===== src/rtl/tfa_pkg.sv =====
// Shared constants, types and helpers for the thermocouple frame averager.
`timescale 1ns / 1ps

package tfa_pkg;

    localparam int WINDOW_SIZE  = 8;
    localparam int COUNTER_BITS = 16;

    localparam int FRAME_W      = 32;
    localparam int TEMP_W       = 18;
    localparam int FLAG_W       = 3;
    localparam int TALLY_OUT_W  = 4;
    localparam int CNT_OUT_W    = 16;
    localparam int RAW_TEMP_W   = 14;
    localparam int RAW_TEMP_LSB = 18;
    localparam int SCALE_SHIFT  = 4;

    localparam int SUM_W     = RAW_TEMP_W + $clog2(WINDOW_SIZE);
    localparam int TALLY_W   = $clog2(WINDOW_SIZE + 1);
    localparam int POS_W     = (WINDOW_SIZE > 1) ? $clog2(WINDOW_SIZE) : 1;
    localparam int NUM_W     = SUM_W + SCALE_SHIFT;
    localparam int DIV_CNT_W = $clog2(NUM_W);

    localparam logic [FRAME_W-1:0]       RESERVED_MASK  = 32'h0002_0008;
    localparam logic signed [TEMP_W-1:0] FALLBACK_RESET = 18'sd128000;

    typedef enum logic [1:0] {
        ST_IDLE,
        ST_DIV,
        ST_EMIT
    } fsm_state_t;

    function automatic logic [COUNTER_BITS-1:0] sat_inc(input logic [COUNTER_BITS-1:0] c);
        return (&c) ? c : c + 1'b1;
    endfunction

endpackage


===== src/rtl/tfa_divider.sv =====
// Bit-serial restoring divider for the window mean, one quotient bit per cycle.
`timescale 1ns / 1ps

module tfa_divider (
    input  logic                       clk,
    input  logic                       rst_n,
    input  logic                       start,
    input  logic [tfa_pkg::NUM_W-1:0]   dividend,
    input  logic [tfa_pkg::TALLY_W-1:0] divisor,
    output logic                       done,
    output logic [tfa_pkg::NUM_W-1:0]   quotient
);

    logic                            busy_reg, busy_next;
    logic                            done_reg, done_next;
    logic [tfa_pkg::DIV_CNT_W-1:0]   cnt_reg, cnt_next;
    logic [tfa_pkg::TALLY_W-1:0]     rem_reg, rem_next;
    logic [tfa_pkg::TALLY_W-1:0]     dsr_reg, dsr_next;
    logic [tfa_pkg::NUM_W-1:0]       quo_reg, quo_next;
    logic [tfa_pkg::TALLY_W:0]       rem_shift;
    logic [tfa_pkg::TALLY_W:0]       rem_sub;
    logic                            fits;

    always_comb
    begin
        rem_shift = {rem_reg, quo_reg[tfa_pkg::NUM_W-1]};
        fits      = rem_shift >= {1'b0, dsr_reg};
        rem_sub   = rem_shift - {1'b0, dsr_reg};

        busy_next = busy_reg;
        done_next = 1'b0;
        cnt_next  = cnt_reg;
        rem_next  = rem_reg;
        dsr_next  = dsr_reg;
        quo_next  = quo_reg;

        if (start)
        begin
            busy_next = 1'b1;
            cnt_next  = '0;
            rem_next  = '0;
            dsr_next  = divisor;
            quo_next  = dividend;
        end
        else if (busy_reg)
        begin
            rem_next = fits ? rem_sub[tfa_pkg::TALLY_W-1:0] : rem_shift[tfa_pkg::TALLY_W-1:0];
            quo_next = {quo_reg[tfa_pkg::NUM_W-2:0], fits};
            cnt_next = cnt_reg + 1'b1;
            if (cnt_reg == tfa_pkg::DIV_CNT_W'(tfa_pkg::NUM_W - 1))
            begin
                busy_next = 1'b0;
                done_next = 1'b1;
            end
        end
    end

    always_ff @(posedge clk or negedge rst_n)
    begin
        if (!rst_n)
        begin
            busy_reg <= 1'b0;
            done_reg <= 1'b0;
            cnt_reg  <= '0;
        end
        else
        begin
            busy_reg <= busy_next;
            done_reg <= done_next;
            cnt_reg  <= cnt_next;
        end
    end

    always_ff @(posedge clk)
    begin
        rem_reg <= rem_next;
        dsr_reg <= dsr_next;
        quo_reg <= quo_next;
    end

    assign done     = done_reg;
    assign quotient = quo_reg;

endmodule


===== src/rtl/thermocouple_frame_averager.sv =====
// Top level: frame checking, window accumulation, counters and result register.
`timescale 1ns / 1ps

// Takes one 32-bit converter word per accepted input. Words that do not close a
// window are absorbed while the block stays idle, so such words can be taken back
// to back. The word that closes a window with at least one valid sample starts the
// bit-serial divider, one quotient bit per cycle: at the default window of 8 that
// is 21 bits, and in_ready stays low while the divider runs and until the result
// is loaded into the output register. A window with no valid sample skips the
// divider and holds in_ready low only until that load. The load waits while the
// output register still holds a result not yet taken by out_ready, and in_ready
// stays low meanwhile.

module thermocouple_frame_averager (
    input  logic                                clk,
    input  logic                                rst_n,
    input  logic                                cfg_we,
    input  logic signed [tfa_pkg::TEMP_W-1:0]   cfg_wdata,
    input  logic                                in_valid,
    output logic                                in_ready,
    input  logic [tfa_pkg::FRAME_W-1:0]         raw_frame,
    output logic                                out_valid,
    input  logic                                out_ready,
    output logic signed [tfa_pkg::TEMP_W-1:0]   temperature,
    output logic [tfa_pkg::FLAG_W-1:0]          fault_flags,
    output logic [tfa_pkg::TALLY_OUT_W-1:0]     valid_samples,
    output logic [tfa_pkg::CNT_OUT_W-1:0]       rejected_total,
    output logic [tfa_pkg::CNT_OUT_W-1:0]       faulty_total,
    output logic [tfa_pkg::CNT_OUT_W-1:0]       invalid_average_total
);

    tfa_pkg::fsm_state_t state_reg, state_next;

    logic signed [tfa_pkg::TEMP_W-1:0]   fallback_reg;
    logic signed [tfa_pkg::SUM_W-1:0]    sum_reg, sum_next, sum_acc;
    logic [tfa_pkg::TALLY_W-1:0]         tally_reg, tally_next, tally_acc;
    logic [tfa_pkg::FLAG_W-1:0]          flags_reg, flags_next, flags_acc;
    logic [tfa_pkg::POS_W-1:0]           pos_reg, pos_next;
    logic [tfa_pkg::COUNTER_BITS-1:0]    rej_cnt_reg, rej_cnt_next;
    logic [tfa_pkg::COUNTER_BITS-1:0]    flt_cnt_reg, flt_cnt_next;
    logic [tfa_pkg::COUNTER_BITS-1:0]    inv_cnt_reg, inv_cnt_next;

    logic signed [tfa_pkg::TEMP_W-1:0]   res_temp_reg, res_temp_next;
    logic [tfa_pkg::FLAG_W-1:0]          res_flags_reg, res_flags_next;
    logic [tfa_pkg::TALLY_W-1:0]         res_tally_reg, res_tally_next;
    logic                                neg_reg, neg_next;

    logic                                out_valid_reg, out_valid_next;
    logic signed [tfa_pkg::TEMP_W-1:0]   out_temp_reg;
    logic [tfa_pkg::FLAG_W-1:0]          out_flags_reg;
    logic [tfa_pkg::TALLY_OUT_W-1:0]     out_tally_reg;
    logic [tfa_pkg::CNT_OUT_W-1:0]       out_rej_reg;
    logic [tfa_pkg::CNT_OUT_W-1:0]       out_flt_reg;
    logic [tfa_pkg::CNT_OUT_W-1:0]       out_inv_reg;
    logic                                out_load;

    logic signed [tfa_pkg::RAW_TEMP_W-1:0] frame_temp;
    logic                                is_rej;
    logic                                is_flt;
    logic                                accept;
    logic                                win_end;
    logic [tfa_pkg::SUM_W-1:0]           sum_mag;
    logic                                div_start;
    logic                                div_done;
    logic [tfa_pkg::NUM_W-1:0]           div_quo;
    logic signed [tfa_pkg::NUM_W:0]      quo_signed;
    logic signed [tfa_pkg::NUM_W:0]      mean_signed;

    tfa_divider u_div (
        .clk      (clk),
        .rst_n    (rst_n),
        .start    (div_start),
        .dividend ({sum_mag, {tfa_pkg::SCALE_SHIFT{1'b0}}}),
        .divisor  (tally_acc),
        .done     (div_done),
        .quotient (div_quo)
    );

    assign frame_temp = $signed(raw_frame[tfa_pkg::FRAME_W-1:tfa_pkg::RAW_TEMP_LSB]);
    assign is_rej     = |(raw_frame & tfa_pkg::RESERVED_MASK);
    assign is_flt     = |raw_frame[tfa_pkg::FLAG_W-1:0];
    assign in_ready   = (state_reg == tfa_pkg::ST_IDLE);
    assign accept     = in_valid && in_ready;
    assign win_end    = (pos_reg == tfa_pkg::POS_W'(tfa_pkg::WINDOW_SIZE - 1));

    always_comb
    begin
        sum_acc   = sum_reg;
        tally_acc = tally_reg;
        flags_acc = flags_reg;
        if (!is_rej && is_flt)
        begin
            flags_acc = flags_reg | raw_frame[tfa_pkg::FLAG_W-1:0];
        end
        else if (!is_rej)
        begin
            sum_acc   = sum_reg + tfa_pkg::SUM_W'(frame_temp);
            tally_acc = tally_reg + 1'b1;
        end
        sum_mag = sum_acc[tfa_pkg::SUM_W-1] ? tfa_pkg::SUM_W'(-sum_acc)
                                            : tfa_pkg::SUM_W'(sum_acc);
    end

    assign quo_signed  = $signed({1'b0, div_quo});
    assign mean_signed = neg_reg ? -quo_signed : quo_signed;

    always_comb
    begin
        state_next     = state_reg;
        sum_next       = sum_reg;
        tally_next     = tally_reg;
        flags_next     = flags_reg;
        pos_next       = pos_reg;
        rej_cnt_next   = rej_cnt_reg;
        flt_cnt_next   = flt_cnt_reg;
        inv_cnt_next   = inv_cnt_reg;
        res_temp_next  = res_temp_reg;
        res_flags_next = res_flags_reg;
        res_tally_next = res_tally_reg;
        neg_next       = neg_reg;
        div_start      = 1'b0;
        out_load       = 1'b0;

        case (state_reg)
            tfa_pkg::ST_IDLE:
            begin
                if (accept)
                begin
                    if (is_rej)
                    begin
                        rej_cnt_next = tfa_pkg::sat_inc(rej_cnt_reg);
                    end
                    else if (is_flt)
                    begin
                        flt_cnt_next = tfa_pkg::sat_inc(flt_cnt_reg);
                    end

                    if (win_end)
                    begin
                        pos_next       = '0;
                        sum_next       = '0;
                        tally_next     = '0;
                        flags_next     = '0;
                        res_tally_next = tally_acc;
                        if (tally_acc != '0)
                        begin
                            div_start      = 1'b1;
                            neg_next       = sum_acc[tfa_pkg::SUM_W-1];
                            res_flags_next = '0;
                            state_next     = tfa_pkg::ST_DIV;
                        end
                        else
                        begin
                            res_temp_next  = fallback_reg;
                            res_flags_next = flags_acc;
                            inv_cnt_next   = tfa_pkg::sat_inc(inv_cnt_reg);
                            state_next     = tfa_pkg::ST_EMIT;
                        end
                    end
                    else
                    begin
                        pos_next   = pos_reg + 1'b1;
                        sum_next   = sum_acc;
                        tally_next = tally_acc;
                        flags_next = flags_acc;
                    end
                end
            end
            tfa_pkg::ST_DIV:
            begin
                if (div_done)
                begin
                    res_temp_next = tfa_pkg::TEMP_W'(mean_signed);
                    state_next    = tfa_pkg::ST_EMIT;
                end
            end
            tfa_pkg::ST_EMIT:
            begin
                if (!out_valid_reg || out_ready)
                begin
                    out_load   = 1'b1;
                    state_next = tfa_pkg::ST_IDLE;
                end
            end
            default:
            begin
                state_next = tfa_pkg::ST_IDLE;
            end
        endcase

        if (out_load)
        begin
            out_valid_next = 1'b1;
        end
        else if (out_ready)
        begin
            out_valid_next = 1'b0;
        end
        else
        begin
            out_valid_next = out_valid_reg;
        end
    end

    always_ff @(posedge clk or negedge rst_n)
    begin
        if (!rst_n)
        begin
            state_reg     <= tfa_pkg::ST_IDLE;
            fallback_reg  <= tfa_pkg::FALLBACK_RESET;
            sum_reg       <= '0;
            tally_reg     <= '0;
            flags_reg     <= '0;
            pos_reg       <= '0;
            rej_cnt_reg   <= '0;
            flt_cnt_reg   <= '0;
            inv_cnt_reg   <= '0;
            out_valid_reg <= 1'b0;
        end
        else
        begin
            state_reg     <= state_next;
            if (cfg_we)
            begin
                fallback_reg <= cfg_wdata;
            end
            sum_reg       <= sum_next;
            tally_reg     <= tally_next;
            flags_reg     <= flags_next;
            pos_reg       <= pos_next;
            rej_cnt_reg   <= rej_cnt_next;
            flt_cnt_reg   <= flt_cnt_next;
            inv_cnt_reg   <= inv_cnt_next;
            out_valid_reg <= out_valid_next;
        end
    end

    always_ff @(posedge clk)
    begin
        res_temp_reg  <= res_temp_next;
        res_flags_reg <= res_flags_next;
        res_tally_reg <= res_tally_next;
        neg_reg       <= neg_next;
        if (out_load)
        begin
            out_temp_reg  <= res_temp_reg;
            out_flags_reg <= res_flags_reg;
            out_tally_reg <= tfa_pkg::TALLY_OUT_W'(res_tally_reg);
            out_rej_reg   <= tfa_pkg::CNT_OUT_W'(rej_cnt_reg);
            out_flt_reg   <= tfa_pkg::CNT_OUT_W'(flt_cnt_reg);
            out_inv_reg   <= tfa_pkg::CNT_OUT_W'(inv_cnt_reg);
        end
    end

    assign out_valid             = out_valid_reg;
    assign temperature           = out_temp_reg;
    assign fault_flags           = out_flags_reg;
    assign valid_samples         = out_tally_reg;
    assign rejected_total        = out_rej_reg;
    assign faulty_total          = out_flt_reg;
    assign invalid_average_total = out_inv_reg;

    // divider is only launched from idle and only finishes while waited on
    a_div_start_idle: assert property (@(posedge clk) disable iff (!rst_n)
        div_start |-> (state_reg == tfa_pkg::ST_IDLE))
        else $error("divider started outside idle");

    a_div_done_wait: assert property (@(posedge clk) disable iff (!rst_n)
        div_done |-> (state_reg == tfa_pkg::ST_DIV))
        else $error("divider finished while not waited on");

    a_window_clears: assert property (@(posedge clk) disable iff (!rst_n)
        (accept && win_end) |=> (pos_reg == '0 && tally_reg == '0 && sum_reg == '0))
        else $error("window state not cleared at window end");

    a_pos_range: assert property (@(posedge clk) disable iff (!rst_n)
        pos_reg <= tfa_pkg::POS_W'(tfa_pkg::WINDOW_SIZE - 1))
        else $error("window position out of range");

    a_flags_no_samples: assert property (@(posedge clk) disable iff (!rst_n)
        (out_load && res_flags_reg != '0) |-> (res_tally_reg == '0))
        else $error("fault flags reported with valid samples");

endmodule


===== config.mk =====
export PLATFORM = sky130hd
export DESIGN_NAME = thermocouple_frame_averager
export DESIGN_NICKNAME = d
export VERILOG_FILES = /design/src/rtl/tfa_pkg.sv /design/src/rtl/tfa_divider.sv /design/src/rtl/thermocouple_frame_averager.sv
export SDC_FILE = /design/constraint.sdc
export NUM_CORES = 1
export LEC_CHECK = 0
export BUFFER_PORTS_ARGS = -buffer_cell sky130_fd_sc_hd__buf_4
export CAP_MARGIN = 0
export CORE_UTILIZATION = 30
export CTS_BUF_LIST = sky130_fd_sc_hd__clkbuf_4 sky130_fd_sc_hd__clkbuf_8
export CTS_CLUSTER_SIZE = 8
export DETAILED_ROUTE_END_ITERATION = 12
export PLACE_DENSITY = 0.46
export SLEW_MARGIN = 30
export SYNTH_ARGS = -nofsm -noshare
export SYNTH_HDL_FRONTEND = slang
export SYNTH_HIERARCHICAL = 1
export SYNTH_SLANG_ARGS = --single-unit

===== constraint.sdc =====
create_clock -name clk -period 5.4 [get_ports clk]
set_input_delay 0.27 -clock clk [delete_from_list [all_inputs] [get_ports clk]]
set_output_delay 0.27 -clock clk [all_outputs]
set_load 0.05 [all_outputs]

* Word-level counts from Yosys, hierarchy flattened *
Index checks and enable logic that the tools add are counted.

word-level totals
  output and inout bits = 75
  logic and storage cells = 117
  flip-flop bits (word level) = 231
  input bits = 55

operators by class
  add/subtract/negate cells = 10
  bitwise gates (word level) = 6
  reductions and logical operators = 23
  equality and inequality tests = 9
  mux-type cells = 41
  $lt $le $gt $ge = 1

operators by type and width
  cell                                            number
  2-to-1 mux 18 bit                               5
  2-to-1 mux 17 bit                               4
  adder 16 x 1 -> 16 bit (second input constant)  3
  AND reduction 16 bit                            3
  2-to-1 mux 21 bit                               2
  case mux 18 bit (2 select lines)                1
  negator 18 bit                                  1
  adder 17 x 14 -> 17 bit                         1
  negator 17 bit                                  1
  2-to-1 mux 4 bit                                4
  AND reduction 5 bit                             3
  2-to-1 mux 1 bit                                14
  AND reduction 4 bit                             3
  2-to-1 mux 2 bit                                5
  2-to-1 mux 5 bit                                2
  2-to-1 mux 3 bit                                3
  != test 2 x 1 -> 1 bit (second input constant)  3
  case mux 2 bit (3 select lines)                 1
  nonzero test 2 bit                              3
  adder 5 x 1 -> 5 bit (second input constant)    1
  equality test 5 bit (second input constant)     1
  >= comparator 5 x 4 -> 1 bit                    1
  NOT 1 bit                                       5
  adder 4 x 1 -> 4 bit (second input constant)    1
  other kinds (16)                                19

* Depth between registers and ports, before layout *
Gate-level depths: netlist (run 1).

  word-level depth = 10
  depth in mapped cells = 12
  gate-level depth less buffers = 11

* Modules after synthesis *
Netlist (run 1), hierarchy kept.

by module, submodules not included
  module                       cells each  instances  area each (um^2)  sequential area each (um^2)
  thermocouple_frame_averager  763         1          9087.5            5382.7
  tfa_divider                  119         1          1681.6            1006.0

* Least setup slack after synthesis (run 1) *
No wires, ideal clock.

  kind = reg2reg
  start = reg out_valid_reg, in the netlist out_valid
  end = reg out_flags_reg, in the netlist fault_flags[0] (enable)
  period minus slack after synthesis = 4302 ps
  setup slack = 1098 ps
  library setup time = 504 ps
  required time = 4896 ps
  arrival time = 3797 ps
  stages on the path, launching flop included = 4
  buffers on the path = 0
  path through = dfrtp_1 > inv_1 > nor2_1 > nor2_1

on the way
  longest elaborated chain between the ends = 4

RTL lines
  item                    line                                RTL
  from (decl)             thermocouple_frame_averager.sv:48   logic out_valid_reg, out_valid_next;
  from (signal assigned)  thermocouple_frame_averager.sv:234  out_valid_reg <= out_valid_next;
  zero test 1 bit         thermocouple_frame_averager.sv:179  if (!out_valid_reg || out_ready)
  logical OR 1 bit        thermocouple_frame_averager.sv:179
  2-to-1 mux 1 bit        thermocouple_frame_averager.sv:179
  2-to-1 mux 1 bit        thermocouple_frame_averager.sv:124  case (state_reg)
  via out_load            thermocouple_frame_averager.sv:55   logic out_load;
  to (signal assigned)    thermocouple_frame_averager.sv:247  out_flags_reg <= res_flags_reg;
  to (decl)               thermocouple_frame_averager.sv:50   logic [tfa_pkg::FLAG_W-1:0] out_flags_reg;

The timed path passes the listed nets, and every way through them passes these cells.
A chain may end at the register's enable or synchronous reset.

* Worst setup path after layout (run 1) *
  start = reg sum_reg[0] in the netlist's numbering
  end = reg u_div.quo_reg, in the netlist u_div/quotient[19] (data pin)

on the way
  longest elaborated chain between the ends = 6

RTL lines
  item                          line                                RTL
  from (decl)                   thermocouple_frame_averager.sv:35   logic signed [tfa_pkg::SUM_W-1:0] sum_reg, sum_next, sum_acc;
  from (signal assigned)        thermocouple_frame_averager.sv:227  sum_reg <= sum_next;
  adder 17 x 14 -> 17 bit       thermocouple_frame_averager.sv:97   sum_acc = sum_reg + tfa_pkg::SUM_W'(frame_temp);
  2-to-1 mux 17 bit             thermocouple_frame_averager.sv:95   else if (!is_rej)
  2-to-1 mux 17 bit *           thermocouple_frame_averager.sv:91   if (!is_rej && is_flt)
  negator 17 bit                thermocouple_frame_averager.sv:100  sum_mag = sum_acc[tfa_pkg::SUM_W-1] ? tfa_pkg::SUM_W'(-sum_acc)
  2-to-1 mux 17 bit *           thermocouple_frame_averager.sv:100
  via sum_mag (one bit)         thermocouple_frame_averager.sv:62   logic [tfa_pkg::SUM_W-1:0] sum_mag;
  2-to-1 mux 21 bit *           tfa_divider.sv:37                   if (start)
  via u_div.quo_next (one bit)  tfa_divider.sv:19                   logic [tfa_pkg::NUM_W-1:0] quo_reg, quo_next;
  to (signal assigned)          tfa_divider.sv:78                   quo_reg <= quo_next;
  to (decl)                     tfa_divider.sv:19

Mark *: on every way through the listed nets, which the timed path passes. The rest lies on a longest branch.

==> flow_summary_export.csv, run 1 <==
group,metric,value,unit
run_status,status,"finished, final reports clean",
sta,max_freq,261,MHz
sta,finalSetupTns,0,ns
cts,cts_resized,0,
cts,cts_post_setup_buffers_inserted,0,
global_routing,grt_busiest_layer,"met2",
cells_and_area,largest_reg_flops,21,
worst_setup_path,slowest_stage,"a221oi_1",
sta,slew_headroom,0.463,
sta,finalSetupViolCount,0,
sta,finalClockSkew,0.0262,ns
yosys,synth_cells,882,
worst_setup_path,crit_type,"flop to flop",
cts,cts_buffers,43,
yosys,ys_seq_area_frac,0.593,
yosys,synth_warnings,6,
power,power.density,417,nW/um2
yosys,yosys.area.top_type,"edfxtp_1",
global_routing,grt_usage,0.132,
sta,final-max-slew-violation-count,0,
cts,cts_root_buffer,"clkbuf_8",
power,switching_power,1780,uW
detailed_routing,wl_per_cell,15.2,um
cells_and_area,multi_input_area,4200,um2
global_routing,grt_max_degree,69,
cells_and_area,layout_commonest_cell,"edfxtp_1",
power,switching_share,0.320,
detailed_routing,via_per_inst,4.59,
die,rows,69,
yosys,synth_edf_count,124,
sta,hold-worst-slack,0.136,ns
cts,cts-htree-levels,2,
worst_setup_path,end_kind,"flop",
die,initial_core_util,0.304,
yosys,yosys.area.top_type_share,0.346,
sta,rsz0062_at_grt,"false",
cells_and_area,final_cells,1546,
worst_hold_path,worstHoldPathType,"primary input to flop",
worst_setup_path,crit_chain,"ha_1, fa_1, a21o_1, a221o_2, a221oi_1, nand4_1, nor2b_1, a41oi_1, xor2_1, mux2_2",
power,intPower,3770,uW
detailed_routing,drc,0,
power,comb_power_share,0.259,
sta,fin_crit_sh,0.711,
global_routing,use_met1,0.176,
cells_and_area,seq_area,6390,um2
cts,cts_buffer_depth,3,
cells_and_area,fill_cells,3461,
cells_and_area,num_antenna_cells,0,
yosys,syn_area_per_cell,12.2,um2
placed_design,dp_cells,1444,
worst_setup_path,cpPeakStageDelay,0.65,ns
worst_setup_path,arrival,4.14,ns
power,clkPwrFrac,0.314,
detailed_routing,ant_nets,0,
placed_design,gp_congestion,0.785,
worst_setup_path,cp_top_family,"compound AO/OA/AOI/OAI gates",
cells_and_area,nets,1138,
cts,cts_hold_buf,23,
yosys,async_flop_share,0.446,
cells_and_area,layout-drive-gt1-share,0.253,
cells_and_area,final_cell_mix,"edfxtp_1, buf_4, nand2_1",
global_routing,grt_pass1_wl,37.7,mm
cts,clk_latency,0.56,ns
worst_setup_path,worst-path-max-fanout,5,
worst_setup_path,critical_path_buf_inv_count,0,
die,die_x,191,um
die,coreArea,35500,um2
cells_and_area,area_delta_synth_final,23.7,%
yosys,synth_ff_type,"edfxtp_1",
power,seqPwrFrac,0.427,
power,leakage,0.00546,uW
cts,cts_tree,"done",
global_routing,grt_pass1_vias,7034,
placed_design,port_buffers,116,
detailed_routing,vias,7095,
die,die-height,191,um
yosys,synth_area_leaders,"edfxtp_1, dfrtp_1, mux2_2, xnor2_1, xor2_1",
global_routing,antenna_found_initial,0,
sta,final_hold_viol_count,0,
worst_setup_path,cp.required,5.70,ns
cts,clk_pin_slew,0.06,ns
detailed_routing,firstDrtPassIters,4,
sta,layout_min_cycle_time,3.84,ns
placed_design,place_area,12200,um2
global_routing,met3_usage,0.0264,
global_routing,met2_usage,0.210,
power,ir_worst_vdd,163,uV
worst_setup_path,crit_path_start_kind,"flop",
die,io_pins,130,
placed_design,post-place-ws,1.60,ns
placed_design,hpwl,15.9,mm
cts,clock-sinks,231,
yosys,syn_area,10800,um2
global_routing,grt_overflow_total,0,
job,max_cap_violations,0,
cells_and_area,design_area,13300,um2
sta,worst_pin_slew,0.806,ns
detailed_routing,drt_iter0_markers,294,
yosys,ys_types,72,
detailed_routing,wl,23.5,mm
yosys,ys_ff_latch,231,
die,dieArea,36700,um2
sta,worst_slack,1.56,ns
final cells by class:
| class | instances | share of cell area |
|---|---|---|
| Clock inverter | 14 | 0.00770 |
| Sequential cell | 231 | 0.479 |
| Tap cell | 461 | 0.0433 |
| Timing Repair Buffer | 147 | 0.0874 |
| Multi-Input combinational cell | 603 | 0.315 |
| Inverter | 25 | 0.00704 |
| Clock buffer | 65 | 0.0601 |
Yosys cell counts (all sizes together), types with 5 or more instances:
cell,n
mux2i,10
or3,5
a21oi,31
ha,30
o31ai,10
o21ai,55
and3,14
nand2b,8
nor2,55
nor2b,6
a21o,6
edfxtp,124
a31oi,8
and4,5
clkbuf,22
nand4,17
nor3,15
or2,5
dfstp,6
nand2,100
and2,9
dfrtp,97
xnor2,48
xor2,46
inv,25
nand3,19
mux2,43
layer usage:
metal  routed length (um)  vias up
met4                  543        0
li1                     -     3537
met3                  925       40
met2                11000      123
met1                11100     3395
met5                    0        -
final timing paths:
kind	start	to	slack, ns	cells past startpoint
min in group asynchronous	rst_n	sum_reg[3]	0.32	2
min	in_valid	pos_reg[2]	0.14	4
min reg2reg	res_tally_reg[3]	valid_samples[3]	0.40	0
max	sum_reg[0]	u_div/quotient[19]	1.56	10
max reg2reg	sum_reg[0]	u_div/quotient[19]	1.56	10
max in group asynchronous	rst_n	state_reg[1]	4.08	3
power by group through the flow:
stage	Sequential (uW)	Combinational [uW]	Clock, uW
after global routing	2410	1640	1890
after CTS	2380	1460	1820
final	2370	1440	1740
after global placement	2400	1430	0
after detailed placement	2410	1440	0
after floorplan	2350	1110	0
stage by stage:
step,total power [uW],utilization
floorplan,3460,-
global placement,3830,0.343
detailed placement,3850,0.344
CTS,5660,0.376
global route,5950,0.376
finish,5550,0.376
worst min-delay path: stages:
cell     delay, ns
buf_4         0.09
and2_1        0.19
nand2_1       0.07
nand2_1       0.04
kinds of logic (layout without fill, tap and decap cells):
kind of cell | Yosys count | count (layout) | share of synthesized area
other | 1 | 4 | 0.000348
xor gates and xnor gates | 94 | 94 | 0.0782
DFF | 231 | 231 | 0.593
AOI/OAI and AO/OA | 144 | 144 | 0.0876
and+or+nand+nor | 276 | 276 | 0.129
buffers and inverters | 51 | 251 | 0.0188
muxes | 53 | 53 | 0.0543
adders and majority gates | 32 | 32 | 0.0386
No activity file was read; power rests on OpenSTA's default activity.
==> inputs of run 2 (changes only) <==
--- a/config.mk
+++ b/config.mk
@@ -11,7 +11,7 @@
 export CTS_BUF_LIST = sky130_fd_sc_hd__clkbuf_4 sky130_fd_sc_hd__clkbuf_8
 export CTS_CLUSTER_SIZE = 8
 export DETAILED_ROUTE_END_ITERATION = 12
-export PLACE_DENSITY = 0.46
+export PLACE_DENSITY = 0.47
 export SLEW_MARGIN = 30
 export SYNTH_ARGS = -nofsm -noshare
 export SYNTH_HDL_FRONTEND = slang
==> constraint.sdc (replaced) <==
create_clock -name clk -period 3.1 [get_ports clk]
set_input_delay 0.155 -clock clk [delete_from_list [all_inputs] [get_ports clk]]
set_output_delay 0.155 -clock clk [all_outputs]
set_load 0.05 [all_outputs]
==> run 2 against run 1 <==
The run now ends with negative setup slack left. Clock power grew 86%. Utilization increased by 2.3 points. Sequential cell count unchanged. Global-route usage grew 0.89 points. Worst setup slack got worse by 1.9 ns. Wire length increased by 7.8%. Sequential power grew 74%. Clock skew rose by 0.018 ns. Fmax is 11% higher. Critical endpoint is now u_div/quotient[18]. Largest power group unchanged.
==> flow_summary_export.csv, run 2 (same netlist as run 1, synthesis figures left out) <==
group,metric,value,unit
run_status,status,"finished with violations",
run_status,violations,"negative setup slack",
placed_design,gp_congestion,0.805,
cells_and_area,layout-drive-gt1-share,0.317,
worst_setup_path,cp.required,3.40,ns
detailed_routing,wl_per_cell,15.6,um
worst_setup_path,crit_type,"flop to flop",
detailed_routing,wl_met1,11.5,mm
detailed_routing,firstDrtPassIters,5,
die,die_x,191,um
cells_and_area,design_area,14100,um2
sta,max_freq,290,MHz
cells_and_area,largest_reg_flops,21,
detailed_routing,ant_nets,0,
sta,worst_pin_slew,0.878,ns
job,max_cap_violations,0,
cells_and_area,fill_cells,3468,
die,initial_core_util,0.304,
global_routing,grt_pass1_wl,40.0,mm
detailed_routing,route.met3.wl,1.16,mm
worst_setup_path,end_kind,"flop",
worst_setup_path,worst-path-max-fanout,7,
detailed_routing,via_per_inst,4.57,
detailed_routing,wl,25.4,mm
die,coreArea,35500,um2
cells_and_area,area_delta_synth_final,31.3,%
die,dieArea,36700,um2
die,rows,69,
power,power.density,746,nW/um2
sta,final-max-slew-violation-count,0,
global_routing,grt_max_degree,74,
detailed_routing,top_layer,"met4",
power,leakage,0.00591,uW
cells_and_area,nets,1220,
sta,finalSetupViolCount,16,
global_routing,grt_overflow_total,0,
cells_and_area,final_cell_mix,"buf_4, edfxtp_1, nand2_1",
sta,worst_slack,-0.350,ns
cts,cts-htree-levels,2,
global_routing,grt_pass1_vias,7347,
global_routing,grt_usage,0.140,
power,ir_worst_vdd,389,uV
detailed_routing,drt_iter0_markers,292,
die,io_pins,130,
cts,cts_tree,"done",
power,p_total,10500,uW
cells_and_area,layout_commonest_cell,"buf_4",
cts,clock-sinks,231,
detailed_routing,drc,0,
global_routing,antenna_found_initial,0,
sta,fin_crit_sh,1.11,
detailed_routing,vias,7444,
sta,final_hold_viol_count,0,
placed_design,place_area,12800,um2
sta,slew_headroom,0.415,
sta,finalSetupTns,-3.99,ns
sta,finalClockSkew,0.0442,ns
placed_design,port_buffers,116,
worst_setup_path,arrival,3.75,ns
worst_hold_path,worstHoldPathType,"primary input to flop",
cts,cts_buffers,43,
placed_design,hpwl,17.3,mm
die,die-height,191,um
sta,layout_min_cycle_time,3.45,ns
worst_setup_path,crit_path_start_kind,"flop",
cts,cts_buffer_depth,3,
cts,clk_pin_slew,0.06,ns
cells_and_area,num_antenna_cells,0,
cts,clk_latency,0.58,ns
cts,cts_root_buffer,"clkbuf_8",
sta,rsz0062_at_grt,"true",
detailed_routing,wl_met2,12.1,mm
[run 2: cell types whose count changed in the layout (fill, tap and decap cells not counted), sizes merged]
cell	change
dlygate4sd3	+1
buf	+80
clkbuf	+2
xnor2	+1
clkinv	-2
bufinv	+1
[run 2: critical path: stages, from the launching register on]
cell and delay, ns:
dfrtp_1 0.39, ha_2 0.20, fa_2 0.34, a21o_1 0.19
a221o_2 0.38, a2111oi_4 0.33, buf_4 0.18, o31ai_4 0.06
a21oi_4 0.16, buf_12 0.14, xnor2_4 0.11, buf_6 0.16
a31oi_1 0.18, xnor2_1 0.09, mux2_2 0.26
[run 2: power breakdown]
| group | internal [uW] | total (uW) | switching, uW |
|---|---|---|---|
| combinational | 1550 | 3180 | 1630 |
| sequential | 3740 | 4130 | 388 |
| clock | 1890 | 3230 | 1330 |
| total | 7190 | 10500 | 3350 |
[run 2: timing repair]
action / CTS / global route
cloned: 1 / 0
hold buffers: 24 / 0
setup endpoints to repair: 16 / 23
pin swaps: 3 / 3
buffers inserted: 8 / 2
gates resized for setup: 4 / 9
hold endpoints to repair: 58 / 0
[run 2: area by class of cell]
cell class | instances | area [um2] | area share
tap | 461 | 577 | 0.0408
timing repair buffer | 228 | 1830 | 0.130
sequential | 231 | 6390 | 0.452
clock inverter | 13 | 126 | 0.00894
clock buffer | 67 | 835 | 0.0590
inverter | 25 | 93.8 | 0.00664
multi-input combinational | 604 | 4280 | 0.303
[run 2: worst paths after layout]
check / startpoint / to / slack (ns) / cells after the start
worst min-delay path: cfg_we / fallback_reg[2] / 0.05 / 2
min in group asynchronous: rst_n / rej_cnt_reg[5] / 0.10 / 2
worst min register to register: res_flags_reg[2] / fault_flags[2] / 0.41 / 0
worst max register to register: sum_reg[0] / u_div/quotient[18] / -0.35 / 14
worst max-delay path: sum_reg[0] / u_div/quotient[18] / -0.35 / 14
max in group asynchronous: rst_n / fallback_reg[15] / 2.18 / 3
[run 2: per-stage QoR]
step / setup WS (ns) / cells / utilization / hold slack, ns
2_1_floorplan: -0.100 / 885 / - / -0.141
3_3_place_gp: -0.331 / 1515 / 0.360 / 0.146
3_5_place_dp: -0.379 / 1515 / 0.360 / 0.150
4_1_cts: -0.322 / 1628 / 0.397 / 0.0258
5_1_grt: -0.461 / 1629 / 0.398 / 0.0323
6_report: -0.350 / 1629 / 0.398 / 0.0512
[run 2: layer usage]
layer / track usage / up-vias
met5: 0 / -
met4: 0.0482 / 0
met3: 0.0310 / 39
met2: 0.226 / 127
met1: 0.186 / 3572
li1: - / 3706
